File: src/pps_pkg.sv
// ----------------------------------------------------------------------------
// pps_pkg
// Shared types, constants and tables of the phase-space histogram core.
// ----------------------------------------------------------------------------
package pps_pkg;

	localparam int NBINS_X_DEF  = 61;
	localparam int NBINS_Y_DEF  = 61;
	localparam int WEIGHTED_DEF = 1;

	localparam int DIM_W       = 6;
	localparam int HIST_ADDR_W = 2 * DIM_W;
	localparam int HIST_DEPTH  = 1 << HIST_ADDR_W;
	localparam int TOTAL_W     = 48;
	localparam int QUEUE_DEPTH = 2;
	localparam int CFG_IDX_W   = 3;
	localparam int CORDIC_STEPS = 23;

	localparam logic [31:0] Q_ONE  = 32'd65536;
	localparam logic signed [31:0] DEG90  = 32'sd5898240;
	localparam logic signed [31:0] DEG180 = 32'sd11796480;

	localparam logic [CFG_IDX_W-1:0] REG_SELECT_X = 3'd0;
	localparam logic [CFG_IDX_W-1:0] REG_SELECT_Y = 3'd1;
	localparam logic [CFG_IDX_W-1:0] REG_LOW_X    = 3'd2;
	localparam logic [CFG_IDX_W-1:0] REG_WIDTH_X  = 3'd3;
	localparam logic [CFG_IDX_W-1:0] REG_LOW_Y    = 3'd4;
	localparam logic [CFG_IDX_W-1:0] REG_WIDTH_Y  = 3'd5;
	localparam logic [CFG_IDX_W-1:0] REG_MASS     = 3'd6;

	localparam logic [3:0] SEL_POS_X  = 4'd0;
	localparam logic [3:0] SEL_POS_Y  = 4'd1;
	localparam logic [3:0] SEL_POS_Z  = 4'd2;
	localparam logic [3:0] SEL_MOM_X  = 4'd3;
	localparam logic [3:0] SEL_MOM_Y  = 4'd4;
	localparam logic [3:0] SEL_MOM_Z  = 4'd5;
	localparam logic [3:0] SEL_GAMMA  = 4'd6;
	localparam logic [3:0] SEL_THETA  = 4'd7;
	localparam logic [3:0] SEL_ENERGY = 4'd8;

	typedef struct packed {
		logic [3:0]         select_x;
		logic [3:0]         select_y;
		logic signed [31:0] low_x;
		logic [30:0]        width_x;
		logic signed [31:0] low_y;
		logic [30:0]        width_y;
		logic [30:0]        mass_mev;
	} cfg_t;

	typedef struct packed {
		logic             is_read;
		logic [DIM_W-1:0] col;
		logic [DIM_W-1:0] row;
		logic [31:0]      add;
	} job_t;

	// atan(2^-i) in degrees, Q16.16
	function automatic logic signed [31:0] atan_deg(input logic [4:0] i);
		logic signed [31:0] a;
		unique case (i)
			5'd0:  a = 32'sd2949120;
			5'd1:  a = 32'sd1740967;
			5'd2:  a = 32'sd919879;
			5'd3:  a = 32'sd466945;
			5'd4:  a = 32'sd234379;
			5'd5:  a = 32'sd117304;
			5'd6:  a = 32'sd58666;
			5'd7:  a = 32'sd29335;
			5'd8:  a = 32'sd14668;
			5'd9:  a = 32'sd7334;
			5'd10: a = 32'sd3667;
			5'd11: a = 32'sd1833;
			5'd12: a = 32'sd917;
			5'd13: a = 32'sd458;
			5'd14: a = 32'sd229;
			5'd15: a = 32'sd115;
			5'd16: a = 32'sd57;
			5'd17: a = 32'sd29;
			5'd18: a = 32'sd14;
			5'd19: a = 32'sd7;
			5'd20: a = 32'sd4;
			5'd21: a = 32'sd2;
			5'd22: a = 32'sd1;
			default: a = 32'sd0;
		endcase
		return a;
	endfunction

endpackage

File: src/pps_fifo.sv
// ----------------------------------------------------------------------------
// pps_fifo
// Short job queue between the front and the histogram update side.
// ----------------------------------------------------------------------------
module pps_fifo #(
	parameter int DEPTH = 2
) (
	input  logic          clk,
	input  logic          arst_n,
	input  logic          push_valid,
	output logic          push_ready,
	input  pps_pkg::job_t push_data,
	output logic          pop_valid,
	input  logic          pop_ready,
	output pps_pkg::job_t pop_data
);
	import pps_pkg::*;

	localparam int PW = (DEPTH > 1) ? $clog2(DEPTH) : 1;
	localparam int CW = $clog2(DEPTH + 1);

	job_t          mem_q [DEPTH];
	logic [PW-1:0] wptr_q, rptr_q;
	logic [CW-1:0] count_q;
	logic          do_push, do_pop;

	assign push_ready = (count_q != CW'(DEPTH));
	assign pop_valid  = (count_q != '0);
	assign pop_data   = mem_q[rptr_q];
	assign do_push    = push_valid && push_ready;
	assign do_pop     = pop_valid && pop_ready;

	always_ff @(posedge clk or negedge arst_n) begin
		if (!arst_n) begin
			wptr_q  <= '0;
			rptr_q  <= '0;
			count_q <= '0;
		end else begin
			if (do_push) begin
				wptr_q <= (wptr_q == PW'(DEPTH - 1)) ? '0 : wptr_q + PW'(1);
			end
			if (do_pop) begin
				rptr_q <= (rptr_q == PW'(DEPTH - 1)) ? '0 : rptr_q + PW'(1);
			end
			if (do_push && !do_pop) begin
				count_q <= count_q + CW'(1);
			end else if (do_pop && !do_push) begin
				count_q <= count_q - CW'(1);
			end
		end
	end

	always_ff @(posedge clk) begin
		if (do_push) begin
			mem_q[wptr_q] <= push_data;
		end
	end

endmodule

File: config.mk
export PLATFORM = sky130hd
export DESIGN_NAME = pps_fifo
export DESIGN_NICKNAME = d
export VERILOG_FILES = /design/src/pps_pkg.sv /design/src/pps_fifo.sv
export SDC_FILE = /design/constraint.sdc
export NUM_CORES = 1
export LEC_CHECK = 0
export BUFFER_PORTS_ARGS = -buffer_cell sky130_fd_sc_hd__buf_2
export CAP_MARGIN = 10
export CORE_MARGIN = 1
export CORE_UTILIZATION = 52
export DETAILED_ROUTE_END_ITERATION = 8
export PLACE_DENSITY = 0.83
export SLEW_MARGIN = 0
export SYNTH_ARGS = -nofsm -noshare
export SYNTH_HDL_FRONTEND = slang
export SYNTH_SLANG_ARGS = --single-unit
File: constraint.sdc
create_clock -name clk -period 3.8 [get_ports clk]
set_input_delay 0.38 -clock clk [delete_from_list [all_inputs] [get_ports clk]]
set_output_delay 0.38 -clock clk [all_outputs]
set_load 0.02 [all_outputs]
==> results of run 1 <==
-- registers in the layout (all words and copies together) (netlist names) --
register and flops:
count_q 2, wptr_q 1, rptr_q 1, mem_q 90
-- what timing repair did --
item / in CTS / in global routing
gates resized for setup: 0 / 0
hold buffers: 1 / 0
hold endpoints to repair: 4 / 0
-- synth_stat cells (all sizes together) --
master | n | area share (%)
dfrtp | 4 | 2.7
mux2 | 45 | 18
and3 | 1 | 0.17
nand2 | 2 | 0.21
nand2b | 1 | 0.17
nor2 | 2 | 0.21
xor2 | 2 | 0.48
edfxtp | 90 | 74
xnor2 | 3 | 0.72
inv | 1 | 0.10
ha | 1 | 0.34
buf | 5 | 2.5
or2 | 1 | 0.17
-- power by group through the flow --
| stage | clock network (µW) | registers [µW] | logic (µW) |
|---|---|---|---|
| after floorplan | 0 | 1500 | 1060 |
| after global placement | 0 | 1570 | 1230 |
| after detailed placement | 0 | 1590 | 1250 |
| after CTS | 563 | 1560 | 1250 |
| after global routing | 606 | 1580 | 1310 |
| final | 544 | 1560 | 1230 |
-- stage by stage --
step           hold WS, ns  worst slack, ns  area [µm²]
2_1_floorplan      0.08441           0.6619        3641
5_1_grt             0.2025            1.355        4350
3_5_place_dp        0.1914            1.672        4183
6_report            0.2255            1.438        4350
4_1_cts             0.2077            1.407        4350
3_3_place_gp        0.1900            1.783        4183
-- layout make-up --
class                   instances  area [µm²]
repair buffers                 98       513.0
multi-input cells              58       752.0
clock inverters                 5       26.28
fillers                       491        2444
flip-flops and latches         94        2804
clock buffers                  11       131.4
inverters                       1       3.754
well taps                      96       120.1
-- worst paths after layout --
kind	from	endpoint	cells past startpoint
max	rptr_q$_DFFE_PN0P_	pop_data[35]	3
min	push_data[3]	mem_q[1][3]$_DFFE_PP_	1
max reg2reg	count_q[0]$_DFFE_PN0P_	mem_q[0][36]$_DFFE_PP_	4
min reg2reg	count_q[1]$_DFFE_PN0P_	count_q[1]$_DFFE_PN0P_	1
max in group asynchronous	arst_n	rptr_q$_DFFE_PN0P_	2
min in group asynchronous	arst_n	count_q[1]$_DFFE_PN0P_	2
-- metal layers --
metal / vias to the layer above / wire, µm / global-route usage [%]
met5: - / 0 / 0
met4: 0 / 86 / 8.030
met3: 8 / 246 / 3.465
met2: 64 / 2751 / 26.40
met1: 844 / 2475 / 21.10
li1: 825 / - / -
-- worst reg2reg max path: stages, from the launching register on --
cell	delay, ns
dfrtp_1	0.42
nand2b_1	0.17
nand2_1	0.15
nor2_4	0.62
buf_4	0.41
-- cell families (layout without fill, tap and decap cells) --
logic type,Yosys count,after routing,share of synthesized area (%)
XOR/XNOR,5,5,1.203
AND/OR/NAND/NOR,7,7,0.9283
multiplexers,45,45,17.94
flip-flops,94,94,76.98
buffers and inverters,6,115,2.612
adder cells (fa/ha/maj),1,1,0.3436
==> summary.txt, run 1 <==
Timing
  – Slew @ Worst Pin: 1.079 ns
  – Final hold violations: 0
  – Setup TNS: 0 ns
  – Tcrit/Tclk final: 62.15%
  – F_max: 423.4 MHz
  – Period minus WS final: 2.362 ns
  – Clk_skew: 0.01353 ns
  – Setup Viol. Count Final: 0
  – Slew headroom: 28.09%
  – RSZ-0062 raised after global routing: no
  – Slew Limit Fails: 0

Clock tree
  – Worst-path clk slew: 0.09 ns
  – CTS tree: done
  – H-Tree Depth: 3
  – Cts bufs inserted: 9
  – Max clock buf depth: 2
  – Post CTS Setup Buffer Count: 0
  – Clock sink count: 94
  – Root cell of the clock tree: clkbuf_8
  – Worst-Skew Late Latency: 0.34 ns

Floorplanning
  – Die Wd: 85.68 µm
  – CORE AREA: 0.006794 mm²
  – Chip height: 85.68 µm
  – Number of placement rows: 30
  – Die Area: 0.007340 mm²
  – Boundary pin count: 96
  – Initial Util: 53.59%

Pwr
  – Combinational power share: 36.9%
  – Clk network pwr share: 16.3%
  – Peak supply drop: 700.9 µV
  – NetSw: 1101 µW
  – Pwr dens: 765.6 mW/mm²
  – Pwr Total: 3331 µW
  – Sequential share of power: 46.8%
  – Sw Share: 33.07%
  – Cell internal pwr: 2229 µW
  – Lkg Pwr: 0.001749 µW

Detailed routing
  – Post-route DRC: 0
  – Wire per inst: 15.31 µm
  – WL final: 5559 µm
  – Vias/cell: 4.796
  – 1st-pass router iterations: 4
  – ANT nets after route: 0
  – Starting DRT DRC Count: 99
  – DR vias: 1741

Final layout
  – Synth-to-Final Area Change: 19.48%
  – Highest-count cells in the layout ignoring fill and taps: buf_2 (95), edfxtp_1 (90), mux2_4 (39)
  – Commonest non-fill, non-tap cell in the layout: buf_2
  – Share of cells above drive strength 1: 58.80%
  – Final net count: 312
  – Final Core Density: 64.03%
  – Non-Filler Instances: 363
  – Ant. Diodes: 0

Synth
  – Syn nets: 208
  – Netlist cell types: 15
  – #FFs+latches synth: 94
  – Post-Synthesis Cells: 158
  – Syn_area_per_cell: 23.04 µm²
  – Yosys warnings: 0
  – Seq/Total Area, Yosys: 76.98%
  – Mapped Area: 0.003641 mm²

Place
  – Placed cell count: 346
  – Final HPWL DP: 3656 µm
  – I/O Buffers: 95
  – Routability cong.: 0.7087

Min path
  – Worst hold-check path type: primary input to register

Flow run
  – Maxcap violations: 0

Setup path
  – Top delay family on crit path: flip-flops
  – Crit Path Class: register to output pin
  – CP max-delay cell: dfrtp_2
  – CP Buf/Inv Count: 2
  – Worst EP arrival: 1.98 ns
  – Worst EP required: 3.42 ns
  – Setup crit end kind: output pin
  – CP Cell Sequence: buf_12, mux2_4, buf_2
  – Worst reg-to-reg setup slack: 1.71 ns
  – CP startpoint kind: register
  – Crit-path max cell delay: 0.86 ns
  – CP Max Fanout: 25

Global routing
  – Gr usage total: 16.28%
  – First-pass GRT wire length: 8887 µm
  – Initial antenna violation count: 0
  – Largest net degree at the start of global routing: 46
  – Grt ovf: 0
  – Vias in the first global route: 1836

Status
  – Outcome: finished clean
Note: power is estimated with default switching activity, not from simulation.
==> run 2: changes to the inputs <==
--- a/config.mk
+++ b/config.mk
@@ -5,6 +5,7 @@
 export SDC_FILE = /design/constraint.sdc
 export NUM_CORES = 1
 export LEC_CHECK = 0
+export ABC_AREA = 1
 export BUFFER_PORTS_ARGS = -buffer_cell sky130_fd_sc_hd__buf_2
 export CAP_MARGIN = 10
 export CORE_MARGIN = 1
==> constraint.sdc (replaced) <==
create_clock -name clk -period 2.5 [get_ports clk]
set_input_delay 0.25 -clock clk [delete_from_list [all_inputs] [get_ports clk]]
set_output_delay 0.25 -clock clk [all_outputs]
set_load 0.02 [all_outputs]
==> run 2 against run 1 <==
  * Register-to-register slack worse by 0.75 ns
  * Sequential cell count stayed put
  * Area after synthesis decreased by 2.6%
  * Power grew 53%
  * First-iteration DRC count increased by 26%
  * Clock skew down 0.0012 ns
  * Global-route usage increased by 2.3 points
  * Combinational power increased by 57%
  * Core utilization grew 1.7 points
  * Critical endpoint is now pop_data[33]
==> summary.txt, run 2 <==
Status
  – Outcome: finished clean (unchanged)

Synth
  – EDFF count, synth: 90 (unchanged)
  – Largest cells by area after synthesis: edfxtp_1 (76%), nand2_1 (15%), dfrtp_1 (2.8%) (was edfxtp_1 (74%), mux2_4 (16%), dfrtp_1 (2.7%))
  – Ys async rst share: 4.255% (unchanged)
  – Syn_area_per_cell: 13.48 µm² (was 23.04 µm²)
  – Cell accounting for the most synthesized area: edfxtp_1 (unchanged)
  – Netlist cell types: 16 (was 15)
  – Synth cell count leaders: nand2_1 (144), edfxtp_1 (90), inv_1 (6) (was edfxtp_1 (90), mux2_4 (39), mux2_2 (6))
  – Mapped Area: 0.003546 mm² (was 0.003641 mm²)
  – Primary FF master, synth: edfxtp_1 (unchanged)
  – Yosys warnings: 0 (unchanged)
  – #FFs+latches synth: 94 (unchanged)
  – Seq/Total Area, Yosys: 79.04% (was 76.98%)
  – Syn nets: 313 (was 208)
  – Post-Synthesis Cells: 263 (was 158)
  – Most numerous cell in the Yosys netlist: nand2_1 (was edfxtp_1)
  – Yosys top cell area share: 76.22% (was 74.23%)

Floorplanning
  – Number of placement rows: 29 (was 30)
  – Chip height: 84.58 µm (was 85.68 µm)
  – Die Area: 0.007153 mm² (was 0.007340 mm²)
  – Die Wd: 84.58 µm (was 85.68 µm)
  – Initial Util: 54.90% (was 53.59%)
  – Boundary pin count: 96 (unchanged)
  – CORE AREA: 0.006459 mm² (was 0.006794 mm²)

Clock tree
  – Root cell of the clock tree: clkbuf_8 (unchanged)
  – CTS tree: done (unchanged)
  – Clock sink count: 94 (unchanged)
  – H-Tree Depth: 3 (unchanged)
  – Post-CTS Resized: 0 (unchanged)
  – Cts bufs inserted: 9 (unchanged)
  – Worst-path clk slew: 0.10 ns (was 0.09 ns)
  – Max clock buf depth: 2 (unchanged)
  – Post CTS Setup Buffer Count: 0 (unchanged)
  – Worst-Skew Late Latency: 0.35 ns (was 0.34 ns)

Setup path
  – Crit Path Class: register to output pin (unchanged)
  – R2R depth: 9 (was 4)
  – R2r startpoint: count_q[0]$_DFFE_PN0P_ (unchanged)
  – CP Max Fanout: 46 (was 25)
  – Worst reg-to-reg setup slack: 0.96 ns (was 1.71 ns)
  – CP Buf/Inv Count: 2 (unchanged)
  – Most used cell, CP: nand2_1
  – CP Cell Sequence: inv_2, nand2_1, nand2_1, buf_2 (was buf_12, mux2_4, buf_2)
  – Worst EP arrival: 1.76 ns (was 1.98 ns)
  – CP max-delay cell: inv_2 (was dfrtp_2)
  – CP startpoint kind: register (unchanged)
  – RR Endpoint: count_q[1]$_DFFE_PN0P_ (was mem_q[0][36]$_DFFE_PP_)
  – Worst EP required: 2.25 ns (was 3.42 ns)
  – Crit-path max cell delay: 0.56 ns (was 0.86 ns)
  – Top delay family on crit path: buffers and inverters (was flip-flops)
  – Setup crit end kind: output pin (unchanged)

Pwr
  – Peak supply drop: 830.0 µV (was 700.9 µV)
  – Sequential share of power: 44.2% (was 46.8%)
  – NetSw: 2009 µW (was 1101 µW)
  – Sw Share: 39.49% (was 33.07%)
  – Clk network pwr share: 17.8% (was 16.3%)
  – Pwr dens: 1199 mW/mm² (was 765.6 mW/mm²)
  – Cell internal pwr: 3079 µW (was 2229 µW)
  – Lkg Pwr: 0.001861 µW (was 0.001749 µW)
  – Combinational power share: 38.0% (was 36.9%)

Min path
  – Hold path depth: 1 (unchanged)
  – Hold Path Sink: mem_q[0][14]$_DFFE_PP_ (was mem_q[1][3]$_DFFE_PP_)
  – HP Start: push_data[14] (was push_data[3])
  – Worst hold-check path type: primary input to register (unchanged)

Detailed routing
  – WL final: 6062 µm (was 5559 µm)
  – Starting DRT DRC Count: 125 (was 99)
  – 1st-pass router iterations: 7 (was 4)
  – Wire per inst: 13.53 µm (was 15.31 µm)
  – Vias/cell: 4.873 (was 4.796)
  – ANT nets after route: 0 (unchanged)
  – Post-route DRC: 0 (unchanged)
  – DR vias: 2183 (was 1741)

Place
  – Routability cong.: 0.7532 (was 0.7087)
  – I/O Buffers: 95 (unchanged)
  – Placed cell count: 431 (was 346)
  – Final HPWL DP: 4094 µm (was 3656 µm)

Final layout
  – Multi-input gate area: 615.6 µm² (was 752.0 µm²)
  – Highest-count cells in the layout ignoring fill and taps: nand2_1 (144), buf_2 (95), edfxtp_1 (90) (was buf_2 (95), edfxtp_1 (90), mux2_4 (39))
  – Largest Register: mem_q (unchanged)
  – Max reg flops: 90 (unchanged)
  – Final net count: 416 (was 312)
  – Fillers: 495 (was 491)
  – FF/Latch Area: 0.002804 mm² (unchanged)
  – Synth-to-Final Area Change: 19.72% (was 19.48%)
  – Share of cells above drive strength 1: 32.61% (was 58.80%)
  – Non-Filler Instances: 448 (was 363)
  – Ant. Diodes: 0 (unchanged)
  – Commonest non-fill, non-tap cell in the layout: nand2_1 (was buf_2)
  – Biggest regs: mem_q x90, count_q x2 (unchanged)

Global routing
  – Grt ovf: 0 (unchanged)
  – Initial antenna violation count: 0 (unchanged)
  – Gr usage total: 18.56% (was 16.28%)
  – Largest net degree at the start of global routing: 47 (was 46)
  – Vias in the first global route: 2126 (was 1836)
  – First-pass GRT wire length: 9853 µm (was 8887 µm)

Timing
  – Slew headroom: 49.03% (was 28.09%)
  – F_max: 498.7 MHz
  – Slew Limit Fails: 0 (unchanged)
  – RSZ-0062 raised after global routing: no (unchanged)
  – Slew @ Worst Pin: 0.7634 ns (was 1.079 ns)
  – Clk_skew: 0.01235 ns (was 0.01353 ns)
  – Setup TNS: 0 ns (unchanged)
  – Period minus WS final: 2.005 ns
  – Final hold violations: 0 (unchanged)
  – Setup Viol. Count Final: 0 (unchanged)
  – Tcrit/Tclk final: 80.21%

Flow run
  – Maxcap violations: 0 (unchanged)
-- run 2: cell types whose count changed in the layout (fill, tap and decap cells not counted), moves of 2 or more --
cell,change
buf_4,+4
mux2_4,-39
xnor2_1,-2
inv_1,+5
clkinv_1,-2
inv_6,+2
clkbuf_1,-2
mux2_2,-6
nand2_1,+142
clkinvlp_4,+3
nand3_1,+2
-- run 2: cell type report --
type / instances / area share, %
Multi-Input combinational cell: 153 / 14.50
Clock inverter: 7 / 1.326
Inverter: 7 / 0.6189
Tap cell: 77 / 2.269
Timing Repair Buffer: 101 / 12.32
Sequential cell: 94 / 66.05
Clock buffer: 9 / 2.918
-- run 2: power groups by stage --
stage | Combinational [µW] | Sequential (µW) | Clock (µW)
after floorplan | 1440 | 2280 | 0
after global placement | 1930 | 2270 | 0
after detailed placement | 1960 | 2290 | 0
after CTS | 1960 | 2250 | 928
after global routing | 2140 | 2290 | 984
final | 1930 | 2250 | 904
-- run 2: worst max path at each step --
stage                             to  slack [ns]                   start  cells after the start
2_1_floorplan  mem_q[0][0]$_DFFE_PP_       -0.58  count_q[0]$_DFFE_PN0P_                      4
3_3_place_gp            pop_data[33]        0.91      rptr_q$_DFFE_PN0P_                      4
3_5_place_dp            pop_data[33]        0.84      rptr_q$_DFFE_PN0P_                      4
4_1_cts                 pop_data[33]        0.43      rptr_q$_DFFE_PN0P_                      4
5_1_grt                 pop_data[33]        0.31      rptr_q$_DFFE_PN0P_                      4
6_report                pop_data[33]        0.49      rptr_q$_DFFE_PN0P_                      4
-- run 2: what timing repair did --
action                                  4_1_cts  5_1_grt
hold buffers                                  1        0
hold endpoints to repair                      4        0
endpoints found under the setup margin        0        0
-- run 2: per-layer routing --
metal	vias to the layer above	wire (µm)	global-route usage, %
li1	1081	-	-
met1	999	2576	23.45
met2	92	2935	30.30
met3	11	433	5.113
met4	0	116	8.320
met5	-	0	0
-- run 2: kinds of logic after synthesis --
logic type	synth area share, %
buffers and inverters	4.022
DFF	79.04
adders and majority gates	0.3528
xor gates and xnor gates	0.4941
and+or+nand+nor	16.09
-- run 2: worst reg2reg max path: stages (launching register included) --
cell and delay [ns]:
dfrtp_1 0.41, inv_1 0.10, nand2_1 0.08, nand2_2 0.15, inv_1 0.07, ha_1 0.32
inv_1 0.09, nand3_1 0.09, nand2_1 0.07, nand2_1 0.05
-- run 2: through the flow --
stage	hold WS, ns	total power, µW	utilization [%]	setup slack (ns)	area [µm²]
final	0.07908	5089	65.73	0.4947	4245
after global routing	0.05331	5405	65.73	0.3108	4245
after CTS	0.06221	5147	65.73	0.4343	4245
after detailed placement	0.05911	4248	62.79	0.8356	4055
after global placement	0.05982	4204	62.79	0.9086	4055
after floorplan	-0.04559	3719	-	-0.5770	3546
==> run 3: changes to the inputs <==
--- a/config.mk
+++ b/config.mk
@@ -9,9 +9,9 @@
 export BUFFER_PORTS_ARGS = -buffer_cell sky130_fd_sc_hd__buf_2
 export CAP_MARGIN = 10
 export CORE_MARGIN = 1
-export CORE_UTILIZATION = 52
+export CORE_UTILIZATION = 47
 export DETAILED_ROUTE_END_ITERATION = 8
-export PLACE_DENSITY = 0.83
+export PLACE_DENSITY = 0.8
 export SLEW_MARGIN = 0
 export SYNTH_ARGS = -nofsm -noshare
 export SYNTH_HDL_FRONTEND = slang
==> constraint.sdc (replaced) <==
create_clock -name clk -period 1.75 [get_ports clk]
set_input_delay 0.175 -clock clk [delete_from_list [all_inputs] [get_ports clk]]
set_output_delay 0.175 -clock clk [all_outputs]
set_load 0.02 [all_outputs]
==> run 3 against run 2 <==
  * Worst hold slack worse by 0.067 ns
  * Sequential power up 43%
  * Critical path depth up 1
  * Highest routed layer unchanged
  * Final cell count up 8.5%
  * Routed wire length up 3.9%
  * Non-clock buffer count up 17
  * First-iteration DRC count down 43%
  * Via count up 3.5%
  * Setup slack worse by 0.34 ns
  * Power up 50%
  * Clock skew down 0.0015 ns
  * Largest power group unchanged
==> summary.txt, run 3 (synthesis results as in run 2) <==
Floorplanning
  – Die Area: 0.007896 mm² (was 0.007153 mm²)
  – Boundary pin count: 96 (unchanged)
  – Number of placement rows: 31 (was 29)
  – CORE AREA: 0.007292 mm² (was 0.006459 mm²)
  – Die Wd: 88.86 µm (was 84.58 µm)
  – Chip height: 88.86 µm (was 84.58 µm)
  – Initial Util: 48.63% (was 54.90%)

Place
  – Routability cong.: 0.7604 (was 0.7532)
  – I/O Buffers: 95 (unchanged)
  – Placed cell count: 456 (was 431)
  – Final HPWL DP: 4072 µm (was 4094 µm)

Detailed routing
  – DR vias: 2259 (was 2183)
  – Starting DRT DRC Count: 71 (was 125)
  – Post-route DRC: 0 (unchanged)
  – ANT nets after route: 0 (unchanged)
  – Wire per inst: 12.96 µm (was 13.53 µm)
  – Vias/cell: 4.648 (was 4.873)
  – WL final: 6300 µm (was 6062 µm)
  – 1st-pass router iterations: 4 (was 7)

Clock tree
  – Cts bufs inserted: 9 (unchanged)
  – Worst-Skew Late Latency: 0.35 ns (about the same)
  – Worst-path clk slew: 0.09 ns (was 0.10 ns)
  – Max clock buf depth: 2 (unchanged)
  – H-Tree Depth: 3 (unchanged)
  – Root cell of the clock tree: clkbuf_8 (unchanged)
  – Post-CTS Resized: 0 (unchanged)
  – Clock sink count: 94 (unchanged)
  – CTS tree: done (unchanged)

Setup path
  – Worst reg-to-reg setup slack: 0.27 ns (was 0.96 ns)
  – R2r startpoint: count_q[0]$_DFFE_PN0P_ (unchanged)
  – RR Endpoint: count_q[1]$_DFFE_PN0P_ (unchanged)
  – CP Depth: 5 (was 4)
  – CP Max Fanout: 24 (was 46)
  – Setup crit end kind: output pin (unchanged)
  – Most used cell, CP: nand2_1 (unchanged)
  – CP Buf/Inv Count: 3 (was 2)
  – Crit path capture: pop_data[18] (was pop_data[33])
  – CP Cell Sequence: inv_2, buf_4, nand2_1, nand2_1, buf_2 (was inv_2, nand2_1, nand2_1, buf_2)
  – Worst EP arrival: 1.42 ns (was 1.76 ns)
  – CP startpoint kind: register (unchanged)
  – Crit path launch: rptr_q$_DFFE_PN0P_ (unchanged)
  – Top delay family on crit path: buffers and inverters (unchanged)
  – CP max-delay cell: dfrtp_2 (was inv_2)
  – Worst EP required: 1.57 ns (was 2.25 ns)
  – Crit-path max cell delay: 0.43 ns (was 0.56 ns)
  – R2R depth: 9 (unchanged)
  – Crit Path Class: register to output pin (unchanged)

Pwr
  – Peak supply drop: 1052 µV (was 830.0 µV)
  – Lkg Pwr: 0.001964 µW (was 0.001861 µW)
  – Pwr dens: 1696 mW/mm² (was 1199 mW/mm²)

Timing
  – Clk_skew: 0.01081 ns (was 0.01235 ns)
  – Setup Viol. Count Final: 0 (unchanged)
  – Slew @ Worst Pin: 0.3033 ns (was 0.7634 ns)
  – Period minus WS final: 1.595 ns
  – RSZ-0062 raised after global routing: no (unchanged)
  – Final hold violations: 0 (unchanged)
  – Setup TNS: 0 ns (unchanged)
  – Slew headroom: 79.78% (was 49.03%)
  – Tcrit/Tclk final: 91.15%
  – F_max: 626.9 MHz
  – Slew Limit Fails: 0 (unchanged)

Final layout
  – Highest-count cells in the layout ignoring fill and taps: nand2_1 (143), buf_2 (95), edfxtp_1 (90) (was nand2_1 (144), buf_2 (95), edfxtp_1 (90))
  – Synth-to-Final Area Change: 27.03% (was 19.72%)
  – Largest Register: mem_q (unchanged)
  – Commonest non-fill, non-tap cell in the layout: nand2_1 (unchanged)
  – Max reg flops: 90 (unchanged)
  – Non-Filler Instances: 486 (was 448)
  – Final net count: 433 (was 416)
  – Ant. Diodes: 0 (unchanged)
  – Share of cells above drive strength 1: 31.78% (was 32.61%)
  – Biggest regs: mem_q x90, count_q x2 (unchanged)

Global routing
  – Gr usage total: 16.73% (was 18.56%)
  – Largest net degree at the start of global routing: 29 (was 47)
  – Grt ovf: 0 (unchanged)
  – First-pass GRT wire length: 9501 µm (was 9853 µm)
  – Vias in the first global route: 2201 (was 2126)
  – Initial antenna violation count: 0 (unchanged)

Min path
  – Worst hold-check path type: primary input to register (unchanged)

Status
  – Outcome: finished clean (unchanged)

Flow run
  – Maxcap violations: 0 (unchanged)
[run 3: cell types whose count changed in the layout (fill, tap and decap cells not counted), moves of 2 or more]
cell / change
dlygate4sd3_1: +14
buf_12: +2
bufinv_16: +2
nand2_4: +2
[run 3: what timing repair did]
| item | 4_1_cts | 5_1_grt |
|---|---|---|
| endpoints found under the hold margin | 9 | 20 |
| buffers inserted | 0 | 0 |
| endpoints found under the setup margin | 0 | 0 |
| hold buffers | 4 | 11 |
[run 3: final cells by class]
type | instances | area (µm²)
multi-input combinational | 153 | 628.1
timing repair buffer | 118 | 710.7
inverter | 7 | 26.28
sequential | 94 | 2804
clock inverter | 5 | 83.83
clock buffer | 10 | 127.6
fill | 602 | 2788
tap | 99 | 123.9
[run 3: report_power, final]
part / leakage [µW] / total [µW] / internal (µW) / switching (µW)
combinational: 0.000981 / 2920 / 896 / 2020
clock: 0.0000990 / 1500 / 802 / 701
sequential: 0.000884 / 3220 / 3070 / 144
total: 0.00196 / 7640 / 4770 / 2870
[run 3: layer usage]
metal | track usage [%] | routed length, µm | vias up
met5 | 0 | 0 | -
met4 | 6.745 | 103 | 0
met2 | 30.14 | 3318 | 70
met1 | 18.26 | 2543 | 1062
met3 | 5.317 | 335 | 10
li1 | - | - | 1117
[run 3: worst register-to-register path, delay by kind of cell, from the launching register on]
family	cells	cell delay [ns]
buffers and inverters	3	0.29
DFF	1	0.41
and+or+nand+nor	5	0.36
adders and majority gates	1	0.32
[run 3: metrics by stage]
step                      cell area, µm²  hold WS (ns)  setup slack [ns]  utilization (%)  total power (µW)
after floorplan                     3573       -0.1206           0.01248                -              5337
after global placement              4143      -0.01390            0.3612            56.81              6129
after detailed placement            4143      -0.01173            0.2927            56.81              6197
after CTS                           4394     0.0001905            0.1322            60.26              7700
after global routing                4504    0.00006528           0.02278            61.77              8150
final                               4504       0.01177            0.1550            61.77              7641
[run 3: worst min path at each step]
stage / start / to / cells after the start
floorplan: arst_n / count_q[0]$_DFFE_PN0P_ / 0
global placement: arst_n / count_q[1]$_DFFE_PN0P_ / 1
detailed placement: arst_n / count_q[1]$_DFFE_PN0P_ / 1
CTS: push_data[38] / mem_q[0][38]$_DFFE_PP_ / 1
global route: push_data[33] / mem_q[0][33]$_DFFE_PP_ / 1
finish: push_data[30] / mem_q[1][30]$_DFFE_PP_ / 1
